## config.mk

```make
export PLATFORM = sky130hd
export DESIGN_NAME = eir_ctrl
export DESIGN_NICKNAME = d
export VERILOG_FILES = /design/src/external_index_renumbering_assert.svh /design/src/eir_pkg.sv /design/src/eir_ctrl.sv
export SDC_FILE = /design/constraint.sdc
export NUM_CORES = 1
export LEC_CHECK = 0
export ABC_AREA = 1
export BUFFER_PORTS_ARGS = -buffer_cell sky130_fd_sc_hd__buf_2
export CORE_AREA = 2 2 39 41
export CTS_CLUSTER_DIAMETER = 40
export DETAILED_ROUTE_END_ITERATION = 6
export DIE_AREA = 0 0 41 43
export GPL_TIMING_DRIVEN = 1
export PLACE_DENSITY_LB_ADDON = 0.1
export SYNTH_ARGS = -nofsm -noshare
export SYNTH_HDL_FRONTEND = slang
export SYNTH_SLANG_ARGS = --single-unit
export TNS_END_PERCENT = 50
```

## constraint.sdc

```tcl
create_clock -name clk_i -period 1.25 [get_ports clk_i]
set_clock_uncertainty 0.15 [all_clocks]
set_input_delay 0.125 -clock clk_i [delete_from_list [all_inputs] [get_ports clk_i]]
set_output_delay 0.125 -clock clk_i [all_outputs]
set_load 0.05 [all_outputs]
```

## src/external_index_renumbering_assert.svh

```systemverilog
// ---------------------------------------------------------------------------
// External index renumbering assertion macros
// Concurrent assertion wrappers that compile away for synthesis.
// ---------------------------------------------------------------------------
`ifndef EXTERNAL_INDEX_RENUMBERING_ASSERT_SVH
`define EXTERNAL_INDEX_RENUMBERING_ASSERT_SVH
`ifndef SYNTHESIS
`define EIR_ASSERT(name, clk, rstn, prop) \
  name: assert property (@(posedge clk) disable iff (!rstn) (prop)) \
    else $error("assertion failed");
`define EIR_ASSERT_IMP(name, clk, rstn, pre, post) \
  name: assert property (@(posedge clk) disable iff (!rstn) (pre) |-> (post)) \
    else $error("assertion failed");
`else
`define EIR_ASSERT(name, clk, rstn, prop)
`define EIR_ASSERT_IMP(name, clk, rstn, pre, post)
`endif
`endif

```

## src/eir_pkg.sv

```systemverilog
// ---------------------------------------------------------------------------
// External index renumbering package
// Payload types, status codes and controller interface structs.
// ---------------------------------------------------------------------------
`timescale 1ns / 1ps
package eir_pkg;
  localparam int unsigned ExtDepthDefault  = 1024;
  localparam int unsigned IndexBitsDefault = 31;
  localparam int unsigned GidxW = 31;
  localparam int unsigned LidxW = 32;
  localparam int unsigned CntW  = 11;
  localparam int unsigned CfgW  = 31;

  localparam logic [2:0] StInternal  = 3'd0;
  localparam logic [2:0] StNew       = 3'd1;
  localparam logic [2:0] StDuplicate = 3'd2;
  localparam logic [2:0] StFull      = 3'd3;
  localparam logic [2:0] StNotFound  = 3'd4;

  localparam logic ReqAdd       = 1'b0;
  localparam logic ReqTranslate = 1'b1;

  localparam logic CfgFirstRow  = 1'b0;
  localparam logic CfgLocalRows = 1'b1;

  typedef struct packed {
    logic             req_type;
    logic [GidxW-1:0] global_index;
  } in_t;

  typedef struct packed {
    logic [LidxW-1:0] local_index;
    logic [2:0]       status;
    logic [CntW-1:0]  ext_total;
    logic [CntW-1:0]  ext_below;
    logic [CntW-1:0]  ext_above;
  } out_t;

  typedef struct packed {
    logic load;
    logic rd_mid;
    logic cmp;
    logic sh_rd;
    logic sh_wr;
    logic ins;
    logic emit;
  } cmd_t;

  typedef struct packed {
    logic internal;
    logic srch_done;
    logic need_ins;
    logic shift_done;
  } stat_t;
endpackage

```

## src/eir_ctrl.sv

```systemverilog
// ---------------------------------------------------------------------------
// External index renumbering controller
// Sequences search, shift, insert and result transfer.
// ---------------------------------------------------------------------------
`timescale 1ns / 1ps
module eir_ctrl (
  input  logic          clk_i,
  input  logic          rst_ni,
  input  logic          in_valid_i,
  output logic          in_stall_o,
  output logic          out_valid_o,
  input  logic          out_stall_i,
  input  eir_pkg::stat_t stat_i,
  output eir_pkg::cmd_t  cmd_o
);
  import eir_pkg::*;

  typedef enum logic [2:0] {
    SIdle, SSearch, SCmp, SShRd, SShWr, SIns, SFin
  } state_e;

  state_e state_q;
  logic   out_valid_q;
  logic   emit;

  assign in_stall_o  = (state_q != SIdle);
  assign out_valid_o = out_valid_q;
  assign emit = (state_q == SFin) && (!out_valid_q || !out_stall_i);

  always_comb begin
    cmd_o        = '0;
    cmd_o.load   = (state_q == SIdle) && in_valid_i;
    cmd_o.rd_mid = (state_q == SSearch) && !stat_i.internal && !stat_i.srch_done;
    cmd_o.cmp    = (state_q == SCmp);
    cmd_o.sh_rd  = (state_q == SShRd) && !stat_i.shift_done;
    cmd_o.sh_wr  = (state_q == SShWr);
    cmd_o.ins    = (state_q == SIns);
    cmd_o.emit   = emit;
  end

  always_ff @(posedge clk_i or negedge rst_ni) begin
    if (!rst_ni) begin
      state_q     <= SIdle;
      out_valid_q <= 1'b0;
    end else begin
      if (emit) begin
        out_valid_q <= 1'b1;
      end else if (!out_stall_i) begin
        out_valid_q <= 1'b0;
      end
      case (state_q)
        SIdle: begin
          if (in_valid_i) state_q <= SSearch;
        end
        SSearch: begin
          if (stat_i.internal) state_q <= SFin;
          else if (!stat_i.srch_done) state_q <= SCmp;
          else if (stat_i.need_ins) state_q <= SShRd;
          else state_q <= SFin;
        end
        SCmp: state_q <= SSearch;
        SShRd: begin
          if (stat_i.shift_done) state_q <= SIns;
          else state_q <= SShWr;
        end
        SShWr: state_q <= SShRd;
        SIns: state_q <= SFin;
        SFin: begin
          if (emit) state_q <= SIdle;
        end
        default: state_q <= SIdle;
      endcase
    end
  end
endmodule

```

==> impl_metrics.json, run 1 <==
{
  "ys_types": 13,
  "fillCellCount": 139,
  "min_path_type": "in -> reg",
  "syn_nets": 53,
  "synth_xor_xnor_area_share_pct": 0,
  "grt_pass1_vias": 337,
  "r2r_cells": 7,
  "numCtsBuffers": 3,
  "max_freq_mhz": 665,
  "startpoint_type": "flop",
  "io_pins": 17,
  "worstHoldPathCells": 3,
  "gp_congestion": 0.737,
  "cts_sinks": 4,
  "cts_max_level": 1,
  "critical_path_class": "reg -> out",
  "path_clk_slew_ns": 0.04,
  "final_hold_viol_count": 1,
  "initial_core_util_pct": 21.0,
  "finalNonFillerCells": 94,
  "ys_seq_area_share_pct": 34.5,
  "die_h_um": 43,
  "status": "complete, but fails checks",
  "routed_wl_um": 800,
  "die_x_um": 41,
  "post-route-min-period_ns": 1.50,
  "max_stage_delay_ns": 0.43,
  "worstSkewPairLatency_ns": 0.23,
  "synth_top_family_by_area": "simple AND/OR/NAND/NOR gates",
  "synth_compound_area_share_pct": 3.45,
  "leakagePower_uw": 0.000355,
  "grt_pass1_wl_mm": 1.26,
  "crit_required_ns": 0.98,
  "maxCapViolations": 0,
  "finalSetupViolCount": 10,
  "core_region_area_um2": 1380,
  "violations": "negative hold slack, negative setup slack",
  "ant_nets": 0,
  "slew_headroom_pct": 83.5,
  "nNetsFinal": 88,
  "slowest_stage": "dfrtp_2",
  "worst_slack_ns": -0.253,
  "drive_above_1_share_pct": 71.8,
  "rsz0062_at_grt": "yes",
  "synth_mux_area_share_pct": 0,
  "overflow": 0,
  "path_max_fanout": 4,
  "clock_path_buffers": 2,
  "rows": 14,
  "cp_num_buf_inv": 3,
  "final_common_cell": "buf_4",
  "synthAdderAreaFrac_pct": 0,
  "vias": 373,
  "drc_errors": 0,
  "worstSetupEndpointType": "output port",
  "min_period_over_period_pct": 120,
  "drtIter0Drc": 4,
  "power_density_nw_per_um2": 2710,
  "syn_avg_cell_area_um2": 6.45,
  "worst-path-stages": 5,
  "crit_path_cell_trace": "buf_4 > inv_1 > nand3_2 > nor2_2 > buf_6",
  "dp_slack_ns": -0.107,
  "synthToLayoutAreaGrowth_pct": 126,
  "antennaDiodeCount": 0,
  "yosysWarnings": 0,
  "peakVddDrop_uv": 1000,
  "cts_tree": "built",
  "final_cell_mix": "buf_4, inv_1, buf_2, buf_6",
  "dieArea_um2": 1760,
  "synth_area_um2": 290,
  "ys_ff_latch": 4,
  "io_buffers": 16,
  "routedWlPerCell_um": 8.51,
  "syn_inst": 45,
  "dp_hpwl_um": 622,
  "yosys.area_share.simple_pct": 46.6,
  "via_per_inst": 3.97,
  "worstPathArrival_ns": 1.23,
  "grt_max_degree": 8,
  "cts-root-buf": "clkbuf_4",
  "slew_violations": 0,
  "globalRouteTotalUtil_pct": 10.7,
  "dpl.cell_count": 85,
  "path_delay_family": "flip-flops",
  "antenna_found_initial": 0,
  "worst_pin_slew_ns": 0.249,
  "first_pass_iters": 2,
  "fin_hold_ws_ns": -0.0253
}
## layout make-up
cell class	instances	area, µm²	share of cell area (%)
clock buffer	3	22.5	3.43
inverter	10	37.5	5.71
multi-input combinational	30	220	33.5
sequential	4	104	15.8
tap	16	20.0	3.05
timing repair buffer	31	253	38.5
## worst paths after layout
kind	slack (ns)	startpoint	endpoint
hold reg to reg	0.34	out_valid_o	out_valid_o
setup reg to reg	-0.12	state_q[1]	state_q[0]
setup / recovery	-0.25	state_q[2]	cmd_o[3]
hold / removal	-0.03	out_stall_i	out_valid_o
min in group asynchronous	0.08	rst_ni	state_q[2]
max in group asynchronous	0.74	rst_ni	state_q[1]
## logic make-up after synthesis
family,Yosys count
simple gates,28
buf+inv,11
compound gates,2
flops,4
## Yosys cell counts (all sizes together)
cell type | instances | area share (%)
nor2 | 10 | 16
inv | 10 | 13
dfrtp | 4 | 34
nand2 | 10 | 15
buf | 1 | 2.6
nor3 | 2 | 3.4
o21ai | 2 | 3.4
nand3 | 6 | 12
## per-stage QoR
stage | hold slack, ns | utilization [%] | setup TNS (ns) | power (µW) | cell area [µm²]
6_report | -0.0253 | 47.5 | -1.70 | 1780 | 657
5_1_grt | 0.00739 | 47.5 | -2.34 | 1900 | 657
4_1_cts | -0.0292 | 44.5 | -1.57 | 1700 | 616
3_5_place_dp | -0.217 | 36.2 | -0.439 | 1350 | 500
3_3_place_gp | -0.219 | 36.2 | -0.434 | 1360 | 500
2_1_floorplan | -0.321 | - | -0.619 | 1010 | 340
## power breakdown
| group | internal, µW | switching, µW |
|---|---|---|
| sequential | 202 | 116 |
| clock | 107 | 49.8 |
| combinational | 573 | 729 |
## per-layer routing
metal | routed length, µm | vias to the layer above | global-route usage, %
li1 | - | 202 | -
met1 | 352 | 159 | 12.4
met2 | 411 | 10 | 16.6
met3 | 26 | 2 | 1.57
met4 | 8 | 0 | 8.00
met5 | 0 | - | 0
## state kept, by name, summed over array words and instances (netlist names)
signal       flops
state_q          3
out_valid_o      1
## worst min-delay path, stage by stage
cell,delay (ns)
buf_2,0.08
nand2_1,0.06
nand2_1,0.06
## what timing repair did
item,in CTS,in global routing
hold buffers,1,0
gates resized for setup,21,6
buffers inserted,3,2
endpoints found under the setup margin,10,11
pin swaps,3,5
endpoints found under the hold margin,5,0
Note: power is estimated with default switching activity, not from simulation.
==> inputs of run 2 (changes only) <==
==> constraint.sdc (replaced) <==
create_clock -name clk_i -period 1.25 [get_ports clk_i]
set_clock_uncertainty 0.15 [all_clocks]
set_input_delay 0.25 -clock clk_i [delete_from_list [all_inputs] [get_ports clk_i]]
set_output_delay 0.25 -clock clk_i [all_outputs]
set_load 0.05 [all_outputs]
==> run 2 against run 1 <==
Compared with the run above:
- non-clock buffer count is 3 lower
- wire length is 6.6% lower
- largest cell class unchanged
- critical path depth is 1 lower
- critical endpoint is now cmd_o[5]
- largest power group unchanged
- the run ends with negative setup slack left
==> impl_metrics.json, run 2 (synthesis gave the netlist of run 1 again) <==
{
  "min_to": "out_valid_o",
  "leakagePower_uw": 0.000335,
  "cts_sinks": 4,
  "ant_nets": 0,
  "status": "complete, but fails checks",
  "top_register": "state_q",
  "post_cts_buffers": 0,
  "die_h_um": 43,
  "rsz0062_at_grt": "yes",
  "dp_hpwl_um": 634,
  "overflow": 0,
  "cts_tree": "built",
  "min_path_type": "in -> reg",
  "max_freq_mhz": 619,
  "crit_required_ns": 0.85,
  "dieArea_um2": 1760,
  "worstSkewPairLatency_ns": 0.23,
  "first_pass_iters": 1,
  "final_common_cell": "buf_4",
  "finalSetupViolCount": 8,
  "cts_max_level": 1,
  "worstSetupEndpointType": "output port",
  "swShare_pct": 51.3,
  "p_int_uw": 820,
  "power_density_nw_per_um2": 2710,
  "worstHoldPathCells": 3,
  "cts-root-buf": "clkbuf_4",
  "slew_violations": 0,
  "fillCellCount": 143,
  "r2r_cells": 6,
  "grt_busiest_layer": "met2",
  "violations": "negative setup slack",
  "final_hold_viol_count": 0,
  "finalNonFillerCells": 91,
  "io_pins": 17,
  "pwr-share-clk_pct": 9.3,
  "final_cell_mix": "buf_4, inv_1, buf_2, buf_6",
  "worst_pin_slew_ns": 0.183,
  "initial_core_util_pct": 21.0,
  "met2_usage_pct": 15.6,
  "largest_reg_flops": 3,
  "switching_power_uw": 866,
  "grt_max_degree": 8,
  "worstPathArrival_ns": 1.21,
  "dp_slack_ns": -0.205,
  "io_buffers": 16,
  "drive_above_1_share_pct": 68.0,
  "post-route-min-period_ns": 1.61,
  "via_per_inst": 4.01,
  "vias": 365,
  "routed_wl_um": 747,
  "clock_path_buffers": 2,
  "r2r_slack_ns": 0.01,
  "drc_errors": 0,
  "globalRouteTotalUtil_pct": 11.3,
  "grt_pass1_vias": 336,
  "r2r-start": "state_q[1]",
  "met1_usage_pct": 13.4,
  "power_frac_comb_pct": 72.3,
  "grt_pass1_wl_mm": 1.30,
  "synthToLayoutAreaGrowth_pct": 115,
  "rows": 14,
  "path_clk_slew_ns": 0.04,
  "routedWlPerCell_um": 8.21,
  "path_max_fanout": 4,
  "drtIter0Drc": 0,
  "peakVddDrop_uv": 883,
  "critical_path_class": "reg -> out",
  "nNetsFinal": 85,
  "r2r-end": "state_q[0]",
  "gp_congestion": 0.678,
  "numCtsBuffers": 3,
  "dpl.cell_count": 87,
  "maxCapViolations": 0,
  "antennaDiodeCount": 0,
  "startpoint_type": "flop",
  "core_region_area_um2": 1380,
  "globalRouteMet3Util_pct": 4.71,
  "hold_path_startpoint": "out_stall_i",
  "min_period_over_period_pct": 129,
  "slew_headroom_pct": 87.8,
  "worst_slack_ns": -0.365,
  "antenna_found_initial": 0,
  "die_x_um": 41,
  "seq_power_share_pct": 18.4
}
run 2: cell types whose count changed in the layout (fill, tap and decap cells not counted):
cell,before,now
buf_4,13,11
nand3_1,2,4
nand3_2,4,2
buf_2,8,7
buf_6,8,7
clkbuf_4,3,4
nand2_1,6,5
nand2_2,3,4
nor2_1,1,2
nor2_2,6,5
run 2: power by group through the flow:
stage                     registers (µW)  clock network [µW]  logic, µW
after floorplan                      340                   0        666
after global placement               288                   0       1080
after detailed placement             286                   0       1080
after CTS                            292                 166       1190
after global routing                 320                 176       1310
final                                310                 157       1220
run 2: metal layers:
metal | vias up | share of wire, % | wire length (µm)
met4 | 0 | 0 | 0
met1 | 159 | 41 | 309
met3 | 0 | 3.1 | 23
met2 | 8 | 55 | 414
met5 | - | 0 | 0
li1 | 198 | - | -
run 2: how the worst max path moves through the flow:
| stage | end | start | slack [ns] | depth (start not counted) |
|---|---|---|---|---|
| after floorplan | cmd_o[5] | state_q[2] | -0.26 | 3 |
| after detailed placement | cmd_o[5] | state_q[2] | -0.21 | 4 |
| after CTS | cmd_o[5] | state_q[1] | -0.38 | 4 |
| after global placement | cmd_o[5] | state_q[1] | -0.20 | 4 |
| after global routing | cmd_o[5] | state_q[1] | -0.43 | 4 |
| final | cmd_o[5] | state_q[1] | -0.36 | 4 |
run 2: critical path, stage by stage (launching register included):
cell and delay, ns:
dfrtp_2 0.43, nor2_4 0.17, nand2_2 0.09, nor3_4 0.12, buf_6 0.17
run 2: cell type report:
cell class                 instances  area, µm²  share of cell area [%]
inverter                          10       37.5                    6.02
sequential                         4        104                    16.7
timing repair buffer              28        229                    36.7
multi-input combinational         30        210                    33.7
clock buffer                       3       22.5                    3.61
tap                               16       20.0                    3.21
run 2: stage by stage:
| step | cell area, µm² | hold WS (ns) | total power (µW) | TNS [ns] | utilization, % |
|---|---|---|---|---|---|
| finish | 623 | 0.0994 | 1690 | -2.34 | 45.0 |
| global route | 623 | 0.110 | 1810 | -3.02 | 45.0 |
| detailed placement | 515 | -0.0909 | 1360 | -1.25 | 37.3 |
| CTS | 597 | 0.0940 | 1650 | -2.62 | 43.1 |
| global placement | 515 | -0.0935 | 1370 | -1.30 | 37.3 |
| floorplan | 340 | -0.196 | 1010 | -1.51 | - |
run 2: repair_timing:
action                     CTS  global route
resized for setup           17             8
pin swaps                    0             3
hold buffers                 1             0
setup endpoints to repair   10            11
hold endpoints to repair     4             0
==> inputs of run 3 (changes only) <==
--- a/config.mk
+++ b/config.mk
@@ -6,13 +6,14 @@
 export NUM_CORES = 1
 export LEC_CHECK = 0
 export ABC_AREA = 1
-export BUFFER_PORTS_ARGS = -buffer_cell sky130_fd_sc_hd__buf_2
 export CORE_AREA = 2 2 39 41
 export CTS_CLUSTER_DIAMETER = 40
 export DETAILED_ROUTE_END_ITERATION = 6
 export DIE_AREA = 0 0 41 43
+export DONT_BUFFER_PORTS = 1
 export GPL_TIMING_DRIVEN = 1
 export PLACE_DENSITY_LB_ADDON = 0.1
+export RECOVER_POWER = 25
 export SYNTH_ARGS = -nofsm -noshare
 export SYNTH_HDL_FRONTEND = slang
 export SYNTH_SLANG_ARGS = --single-unit
==> run 3 against run 2 <==
Compared with the run above:
- the run still ends with negative setup slack left
- sequential cell count unchanged
- first-iteration DRC count increased by 5
- via count decreased by 2.5%
- global-route usage about the same
- power increased by 11%
- core utilization increased by 3.3 points
- clock-buffer cell count unchanged
- largest cell class unchanged
==> impl_metrics.json, run 3 (synthesis gave the netlist of run 1 again) <==
{
  "die_h_um": 43,
  "drtIter0Drc": 5,
  "dp_hpwl_um": 624,
  "globalRouteTotalUtil_pct": 11.3,
  "maxCapViolations": 0,
  "worstSetupEndpointType": "output port",
  "grt_max_degree": 7,
  "status": "complete, but fails checks",
  "power_density_nw_per_um2": 2800,
  "leakagePower_uw": 0.000344,
  "ant_nets": 0,
  "min_path_type": "in -> reg",
  "critical_path_class": "reg -> out",
  "dieArea_um2": 1760,
  "cts_sinks": 4,
  "first_pass_iters": 4,
  "overflow": 0,
  "numCtsBuffers": 3,
  "largest_reg_flops": 3,
  "die_x_um": 41,
  "vias": 356,
  "grt_pass1_wl_mm": 1.34,
  "antenna_found_initial": 0,
  "path_max_fanout": 4,
  "worst_pin_slew_ns": 0.184,
  "crit_required_ns": 0.85,
  "r2r_cells": 6,
  "endpoint": "cmd_o[5]",
  "slew_violations": 0,
  "worst_slack_ns": -0.396,
  "cts_max_level": 1,
  "core_region_area_um2": 1380,
  "drive_above_1_share_pct": 69.6,
  "drc_errors": 0,
  "r2r_slack_ns": -0.01,
  "r2r-start": "state_q[1]",
  "routedWlPerCell_um": 9.60,
  "cts_tree": "built",
  "r2r-end": "state_q[0]",
  "startpoint": "state_q[1]",
  "violations": "negative setup slack",
  "peakVddDrop_uv": 835,
  "via_per_inst": 4.19,
  "io_pins": 17,
  "startpoint_type": "flop",
  "rsz0062_at_grt": "yes",
  "max_freq_mhz": 607,
  "cts-root-buf": "clkbuf_4",
  "final_common_cell": "buf_4",
  "routed_wl_um": 816,
  "worstPathArrival_ns": 1.25,
  "dp_slack_ns": -0.158,
  "grt_pass1_vias": 348,
  "path_clk_slew_ns": 0.04,
  "slew_headroom_pct": 87.7,
  "clock_path_buffers": 2,
  "top_register": "state_q",
  "nNetsFinal": 79,
  "min_period_over_period_pct": 132,
  "finalSetupViolCount": 10,
  "gp_congestion": 0.831,
  "synthToLayoutAreaGrowth_pct": 131,
  "initial_core_util_pct": 21.0,
  "rows": 14,
  "fillCellCount": 138,
  "worstSkewPairLatency_ns": 0.24,
  "post-route-util_pct": 48.4,
  "post-route-min-period_ns": 1.65,
  "io_buffers": 0,
  "final_cell_mix": "buf_4, inv_1, nand2_1, nor2_2, buf_12",
  "antennaDiodeCount": 0,
  "final_hold_viol_count": 0
}
## run 3: how the worst min path moves through the flow
| stage | slack, ns | startpoint | depth (start not counted) | end |
|---|---|---|---|---|
| floorplan | -0.20 | rst_ni | 0 | out_valid_o |
| global placement | -0.20 | rst_ni | 0 | out_valid_o |
| detailed placement | -0.20 | rst_ni | 0 | out_valid_o |
| CTS | 0.003 | out_stall_i | 2 | out_valid_o |
| global route | 0.02 | out_stall_i | 2 | out_valid_o |
| finish | 0.008 | out_stall_i | 2 | out_valid_o |
## run 3: area by class of cell
| class | count | area, µm² | share of cell area [%] |
|---|---|---|---|
| Clock buffer | 3 | 22.5 | 3.36 |
| Tap cell | 16 | 20.0 | 2.99 |
| Timing Repair Buffer | 22 | 258 | 38.5 |
| Inverter | 10 | 37.5 | 5.61 |
| Multi-Input combinational cell | 30 | 228 | 34.0 |
| Sequential cell | 4 | 104 | 15.5 |
## run 3: timing repair
item | 4_1_cts | 5_1_grt
pin swaps | 5 | 2
gates resized for setup | 11 | 5
hold endpoints to repair | 4 | 0
setup endpoints to repair | 10 | 11
setup buffers | 4 | 1
hold buffers | 1 | 0
## run 3: power by group
part           total [µW]  switching, µW  internal (µW)
clock                 163           55.3            108
combinational        1400            760            645
sequential            309            106            202
total                1880            922            955
## run 3: routing by layer
layer	GRT usage [%]	vias up	part of all wire (%)
li1	-	184	-
met1	14.2	160	40
met2	16.9	12	55
met3	6.28	0	5.3
met4	2.00	0	0
met5	0	-	0
## run 3: metrics by stage
stage	area, µm²	cells	hold slack, ns	power (µW)	setup TNS, ns
after detailed placement	548	76	-0.196	1520	-0.830
after CTS	646	84	0.00272	1840	-2.77
after floorplan	340	45	-0.196	1010	-1.51
after global routing	669	85	0.0170	2000	-3.37
after global placement	548	76	-0.196	1520	-0.865
final	669	85	0.00756	1880	-2.65
## run 3: critical path, cell delays in order, from the launching register on
cell and delay [ns]:
dfrtp_2 0.43, nor2_4 0.17, nand2_2 0.09, nor3_4 0.16, buf_12 0.16
